### config.mk
export PLATFORM = sky130hd
export DESIGN_NAME = meue_controller
export DESIGN_NICKNAME = d
export VERILOG_FILES = /design/src/hdl/meue_pkg.sv /design/src/hdl/meue_controller.sv
export SDC_FILE = /design/constraint.sdc
export NUM_CORES = 1
export LEC_CHECK = 0
export BUFFER_PORTS_ARGS = -buffer_cell sky130_fd_sc_hd__clkbuf_2
export CORE_ASPECT_RATIO = 1.2
export CORE_MARGIN = 2
export CORE_UTILIZATION = 41
export CTS_CLUSTER_SIZE = 12
export DETAILED_ROUTE_END_ITERATION = 6
export GPL_TIMING_DRIVEN = 0
export PLACE_DENSITY = 0.7
export SLEW_MARGIN = 20
export SYNTH_ARGS = -nofsm -noshare
export SYNTH_HDL_FRONTEND = slang
export SYNTH_SLANG_ARGS = --single-unit
### constraint.sdc
create_clock -name aclk -period 2.4 [get_ports aclk]
set_input_delay 0.48 -clock aclk [delete_from_list [all_inputs] [get_ports aclk]]
set_output_delay 0.48 -clock aclk [all_outputs]
set_load 0.005 [all_outputs]
### src/hdl/meue_pkg.sv
// meue_pkg: shared types, constants and the helper function of the mesh unique edge extractor
// no dependencies

package meue_pkg;

    localparam int DEF_MAX_RECORDS = 1024;
    localparam int DEF_MAX_FACES   = 256;
    localparam int VERTEX_BITS     = 10;

    localparam int VERTEX_W = 10;
    localparam int OFS_W    = 14;
    localparam int KEY_W    = 2 * OFS_W;
    localparam int STRIDE_W = 5;

    localparam logic [STRIDE_W-1:0] STRIDE_RESET = 5'd6;
    localparam logic [VERTEX_W-1:0] VERTEX_MASK  = VERTEX_W'((64'd1 << VERTEX_BITS) - 64'd1);

    localparam logic KIND_CORNER = 1'b0;
    localparam logic KIND_PULL   = 1'b1;

    localparam logic [1:0] REC_EDGE  = 2'd0;
    localparam logic [1:0] REC_ENTRY = 2'd1;
    localparam logic [1:0] REC_DONE  = 2'd2;

    typedef struct packed {
        logic                kind;
        logic [VERTEX_W-1:0] vertex;
        logic                face_end;
    } in_item_t;

    typedef struct packed {
        logic [1:0]       record_type;
        logic [OFS_W-1:0] endpoint_low;
        logic [OFS_W-1:0] endpoint_high;
        logic [7:0]       face_number;
        logic [9:0]       edge_number;
        logic [9:0]       slot;
        logic [10:0]      edge_total;
        logic             overflowed;
    } out_item_t;

    typedef struct packed {
        logic load_corner;
        logic load_second;
        logic close_face;
        logic sort_init;
        logic sort_rd_i;
        logic sort_take;
        logic sort_rd_j;
        logic sort_shift;
        logic sort_place;
        logic id_init;
        logic id_rd;
        logic id_wr;
        logic clr_init;
        logic clr_step;
        logic serve_init;
        logic ed_rd;
        logic ed_out;
        logic rp_clear;
        logic en_rd;
        logic en_fill_rd;
        logic en_out;
        logic dn_out;
    } cmd_t;

    typedef struct packed {
        logic needs_second;
        logic i_done;
        logic j_zero;
        logic greater;
        logic clr_last;
        logic ed_avail;
        logic en_avail;
        logic out_free;
    } sts_t;

    // clamp the stride to 1..16 and wrap the product to the offset width
    function automatic logic [OFS_W-1:0] scale(input logic [VERTEX_W-1:0] v,
                                                input logic [STRIDE_W-1:0] stride);
        logic [STRIDE_W-1:0]       s;
        logic [VERTEX_W+STRIDE_W-1:0] p;
        if (stride == '0) begin
            s = 5'd1;
        end else if (stride > 5'd16) begin
            s = 5'd16;
        end else begin
            s = stride;
        end
        p = (VERTEX_W+STRIDE_W)'(v) * (VERTEX_W+STRIDE_W)'(s);
        return p[OFS_W-1:0];
    endfunction

endpackage

### src/hdl/meue_controller.sv
// meue_controller: sequencer for loading, close, insertion sort, merge, clear and read-out
// depends on meue_pkg; drives meue_datapath through cmd_t and reads sts_t

module meue_controller (
    input  logic           aclk,
    input  logic           aresetn,
    input  logic           s_valid,
    input  logic           s_kind,
    output logic           s_ready,
    input  meue_pkg::sts_t sts,
    output meue_pkg::cmd_t cmd
);

    localparam logic [4:0] ST_LOAD     = 5'd0;
    localparam logic [4:0] ST_LOAD2    = 5'd1;
    localparam logic [4:0] ST_CLOSE    = 5'd2;
    localparam logic [4:0] ST_SORT_I   = 5'd3;
    localparam logic [4:0] ST_SORT_K   = 5'd4;
    localparam logic [4:0] ST_SORT_RD  = 5'd5;
    localparam logic [4:0] ST_SORT_CMP = 5'd6;
    localparam logic [4:0] ST_ID_RD    = 5'd7;
    localparam logic [4:0] ST_ID_WR    = 5'd8;
    localparam logic [4:0] ST_CLR      = 5'd9;
    localparam logic [4:0] ST_ED_CHK   = 5'd10;
    localparam logic [4:0] ST_ED_OUT   = 5'd11;
    localparam logic [4:0] ST_EN_CHK   = 5'd12;
    localparam logic [4:0] ST_EN_F     = 5'd13;
    localparam logic [4:0] ST_EN_OUT   = 5'd14;
    localparam logic [4:0] ST_DN_OUT   = 5'd15;
    localparam logic [4:0] ST_WAIT     = 5'd16;

    localparam logic [1:0] PH_EDGES   = 2'd0;
    localparam logic [1:0] PH_ENTRIES = 2'd1;
    localparam logic [1:0] PH_DONE    = 2'd2;

    logic [4:0] state_reg;
    logic [4:0] state_next;
    logic [1:0] phase_reg;
    logic [1:0] phase_next;

    always_comb begin
        state_next = state_reg;
        phase_next = phase_reg;
        cmd        = '0;
        s_ready    = 1'b0;
        case (state_reg)
            ST_LOAD: begin
                s_ready = 1'b1;
                if (s_valid) begin
                    if (s_kind == meue_pkg::KIND_PULL) begin
                        state_next = ST_CLOSE;
                    end else begin
                        cmd.load_corner = 1'b1;
                        if (sts.needs_second) begin
                            state_next = ST_LOAD2;
                        end
                    end
                end
            end
            ST_LOAD2: begin
                cmd.load_second = 1'b1;
                state_next      = ST_LOAD;
            end
            ST_CLOSE: begin
                cmd.close_face = 1'b1;
                cmd.sort_init  = 1'b1;
                state_next     = ST_SORT_I;
            end
            ST_SORT_I: begin
                if (sts.i_done) begin
                    cmd.id_init = 1'b1;
                    state_next  = ST_ID_RD;
                end else begin
                    cmd.sort_rd_i = 1'b1;
                    state_next    = ST_SORT_K;
                end
            end
            ST_SORT_K: begin
                cmd.sort_take = 1'b1;
                state_next    = ST_SORT_RD;
            end
            ST_SORT_RD: begin
                if (sts.j_zero) begin
                    cmd.sort_place = 1'b1;
                    state_next     = ST_SORT_I;
                end else begin
                    cmd.sort_rd_j = 1'b1;
                    state_next    = ST_SORT_CMP;
                end
            end
            ST_SORT_CMP: begin
                if (sts.greater) begin
                    cmd.sort_shift = 1'b1;
                    state_next     = ST_SORT_RD;
                end else begin
                    cmd.sort_place = 1'b1;
                    state_next     = ST_SORT_I;
                end
            end
            ST_ID_RD: begin
                if (sts.i_done) begin
                    cmd.clr_init = 1'b1;
                    state_next   = ST_CLR;
                end else begin
                    cmd.id_rd  = 1'b1;
                    state_next = ST_ID_WR;
                end
            end
            ST_ID_WR: begin
                cmd.id_wr  = 1'b1;
                state_next = ST_ID_RD;
            end
            ST_CLR: begin
                cmd.clr_step = 1'b1;
                if (sts.clr_last) begin
                    cmd.serve_init = 1'b1;
                    phase_next     = PH_EDGES;
                    state_next     = ST_ED_CHK;
                end
            end
            ST_ED_CHK: begin
                if (sts.ed_avail) begin
                    cmd.ed_rd  = 1'b1;
                    state_next = ST_ED_OUT;
                end else begin
                    cmd.rp_clear = 1'b1;
                    phase_next   = PH_ENTRIES;
                    state_next   = ST_EN_CHK;
                end
            end
            ST_ED_OUT: begin
                if (sts.out_free) begin
                    cmd.ed_out = 1'b1;
                    state_next = ST_WAIT;
                end
            end
            ST_EN_CHK: begin
                if (sts.en_avail) begin
                    cmd.en_rd  = 1'b1;
                    state_next = ST_EN_F;
                end else begin
                    phase_next = PH_DONE;
                    state_next = ST_DN_OUT;
                end
            end
            ST_EN_F: begin
                cmd.en_fill_rd = 1'b1;
                state_next     = ST_EN_OUT;
            end
            ST_EN_OUT: begin
                if (sts.out_free) begin
                    cmd.en_out = 1'b1;
                    state_next = ST_WAIT;
                end
            end
            ST_DN_OUT: begin
                if (sts.out_free) begin
                    cmd.dn_out = 1'b1;
                    state_next = ST_WAIT;
                end
            end
            ST_WAIT: begin
                s_ready = 1'b1;
                if (s_valid && (s_kind == meue_pkg::KIND_PULL)) begin
                    case (phase_reg)
                        PH_EDGES:   state_next = ST_ED_CHK;
                        PH_ENTRIES: state_next = ST_EN_CHK;
                        default:    state_next = ST_DN_OUT;
                    endcase
                end
            end
            default: begin
                state_next = ST_LOAD;
            end
        endcase
    end

    always_ff @(posedge aclk) begin
        if (!aresetn) begin
            state_reg <= ST_LOAD;
            phase_reg <= PH_EDGES;
        end else begin
            state_reg <= state_next;
            phase_reg <= phase_next;
        end
    end

`ifndef NO_ASSERTIONS
    a_load2_once: assert property (@(posedge aclk) disable iff (!aresetn)
        (state_reg == ST_LOAD2) |=> (state_reg == ST_LOAD))
        else $error("second record step did not return to loading");
    a_no_take_busy: assert property (@(posedge aclk) disable iff (!aresetn)
        s_ready |-> ((state_reg == ST_LOAD) || (state_reg == ST_WAIT)))
        else $error("input taken while busy");
    a_out_cmd: assert property (@(posedge aclk) disable iff (!aresetn)
        $countones({cmd.ed_out, cmd.en_out, cmd.dn_out}) <= 1)
        else $error("two result loads at once");
`endif

endmodule
==> results.toml <==
[synthesis]
netlist-cell-type-count = 40
synth_warnings = 0
syn-num-nets = 136
syn-mean-instance-area_um2 = 6.579
yosysTopAreaCell = "dfxtp_1"
synth_compound_area_frac = 0.2699
synth_mux_area_frac = 0.01227
synth-edff-count = 0
yosysSeqAreaShare = 0.1718
synth-simple-area-share = 0.4509
synth_area_um2 = 815.8
synthCells = 124
synthAdderAreaFrac = 0
yosysTopAreaCellShare = 0.1718
synth.area.top_cells = "dfxtp_1, nor2_1, nor3_1"
yosys.area_share.xor_xnor = 0
ys.flop_type = "dfxtp_1"
synth_async_sr_flop_share = 0
synth_top_family_by_area = "simple AND/OR/NAND/NOR gates"
synth-seq-cells = 7

[worst_hold_path]
min_from = "aresetn"
hp-class = "primary input to flop"
hold_end = "state_reg[3]"
hold_path_depth = 2

[clock_network]
cts.sinks = 7
htreeDepth = 1
clock_latency_ns = 0.24
cts_buffer_depth = 2
postCtsHoldBufs = 0
clk_pin_slew_ns = 0.05
cts_setup_buffers = 0
cts_tree = "built"
numCtsBuffers = 3
root_buffer = "clkbuf_4"

[routing]
ant_nets = 0
drtIter0Drc = 24
wl_met3_um = 165
wl_mm = 2.472
top_layer = "met4"
vias = 1059
viasPerCell = 5.883
dr.pass1.iters = 4
wire_per_inst_um = 13.73
wl_met2_mm = 1.224
drc = 0
routedLengthMet1_mm = 1.031

[worst_setup_path]
path_class = "flop to output pin"
r2r_start = "state_reg[0]"
ff2ff_path_depth = 7
endpoint_kind = "output pin"
startpoint_type = "flop"
timing.critical_path.required_ns = 1.92
arrival_ns = 1.78
cp_max_fo = 10
r2r_setup_slack_ns = 0.25
rr_endpoint = "state_reg[4]"

[power_and_ir_drop]
p_int_mw = 0.6199
power.density_nw_per_um2 = 1184
power.net_switching_mw = 0.6115
p_sw_frac = 0.4966
p_leak_nw = 0.4464
ir_worst_vdd_uv = 615.8
p_seq_frac = 0.172
pwr-share-clk = 0.081
p_comb_frac = 0.747

[timing]
finClkSkew_ns = 0.002178
worst_slack_ns = 0.1446
setup-violations-final = 0
fmax_mhz = 443.4
worst_pin_slew_ns = 0.5741
fin_tns_setup_ns = 0
fin_crit_sh = 0.9398
final.min_clock_period_ns = 2.255
slew_viol_final = 0
hold_violations = 0
rsz0062_at_grt = "no"
maxSlewHeadroom = 0.6137

[run]
max_cap_violations = 0

[place]
dp_hpwl_mm = 1.985
pre_cts_ws_ns = 0.2175
gp_congestion = 0.8602
port-buffer-count = 34

[grt]
overflow = 0
grt_start_max_net_pins = 11
grt_pass1_vias = 922
grt_use_total = 0.2337
grt_pass1_wl_mm = 4.077
antenna_found_initial = 0

[layout]
drive_above_1_share = 0.2981
final_nets = 174
syn2layout_area_growth_pct = 27.45
largest_reg_flops = 5
n_antenna_cell = 0

[floorplanning]
die_area_um2 = 2364
rows = 17
coreArea_um2 = 1851
initial_utilization = 0.4408
fp.dieW_um = 44.72
die_h_um = 52.87
ios = 35

[status]
status = "finished, final reports clean"
==> cell usage in the layout (no fill, tap or decap), drive strengths merged, types with 2 or more instances in the layout <==
cell type   n
nor2       19
and2        2
or3         4
a21boi      3
clkbuf     43
nor2b       6
nor3       12
nand3       3
nand2b      7
a21oi       6
o21ai       3
nand3b      3
inv         3
nand2      10
buf         6
nor4        4
dfxtp       7
==> how the worst max path moves through the flow <==
stage                       from       to  cells past startpoint
floorplan           state_reg[0]  cmd[13]                      5
global placement    state_reg[0]  cmd[13]                      6
detailed placement  state_reg[0]  cmd[13]                      6
CTS                 state_reg[0]  cmd[13]                      6
global route        state_reg[2]   cmd[4]                      5
finish              state_reg[2]   cmd[4]                      5
==> power by group through the flow <==
stage	Sequential (mW)	Clock, mW	Combinational, mW
6_report	0.211	0.0998	0.920
4_1_cts	0.190	0.106	0.937
3_5_place_dp	0.192	0	0.926
5_1_grt	0.217	0.116	1.03
3_3_place_gp	0.192	0	0.920
2_1_floorplan	0.180	0	0.694
==> synth_stat cells, drive strengths merged, types with 4 or more instances <==
cell type and count:
nor3 12, nand2 10, buf 6, or3 4, nor4 4, clkbuf 6
nor2 19, a21oi 6, nand2b 7, nor2b 6, dfxtp 7
==> final cells by class <==
cell class	count	area [um2]
Fill cell	188	810.8
Clock buffer	4	26.28
Inverter	3	11.26
Multi-Input combinational cell	102	603.1
Sequential cell	7	140.1
Tap cell	19	23.77
Timing Repair Buffer	34	170.2
Buffer	11	65.06
==> cells by family (layout without fill, tap and decap cells) <==
group / after synthesis / after routing
buf+inv: 15 / 52
flops: 7 / 7
simple gates: 72 / 72
mux: 1 / 1
compound gates: 29 / 29
==> metal layers <==
| metal | track usage | vias to the layer above |
|---|---|---|
| li1 | - | 526 |
| met5 | 0 | - |
| met2 | 0.3865 | 43 |
| met1 | 0.2887 | 483 |
| met3 | 0.03754 | 7 |
| met4 | 0.1111 | 0 |
==> metrics by stage <==
step | cells | hold slack [ns] | total power [mW] | instance area [um2] | utilization
floorplan | 124 | 0.5144 | 0.8734 | 815.8 | -
global placement | 177 | 0.5908 | 1.112 | 1010 | 0.5456
detailed placement | 177 | 0.5618 | 1.118 | 1010 | 0.5456
CTS | 181 | 0.5416 | 1.234 | 1042 | 0.5632
global route | 180 | 0.5683 | 1.363 | 1040 | 0.5619
finish | 180 | 0.5514 | 1.231 | 1040 | 0.5619
==> critical path: stages (launching register included) <==
cell and delay, ns:
dfxtp_1 0.34, clkbuf_1 0.23, nor2_1 0.27, nand2_1 0.20, nor3_2 0.31, clkbuf_2 0.17
==> what timing repair did <==
item                                    CTS  global route
gates cloned                              0             0
gates resized for setup                   2             2
pin swaps                                 0             0
endpoints found under the setup margin    2             2
Note: power is estimated with default switching activity, not from simulation.
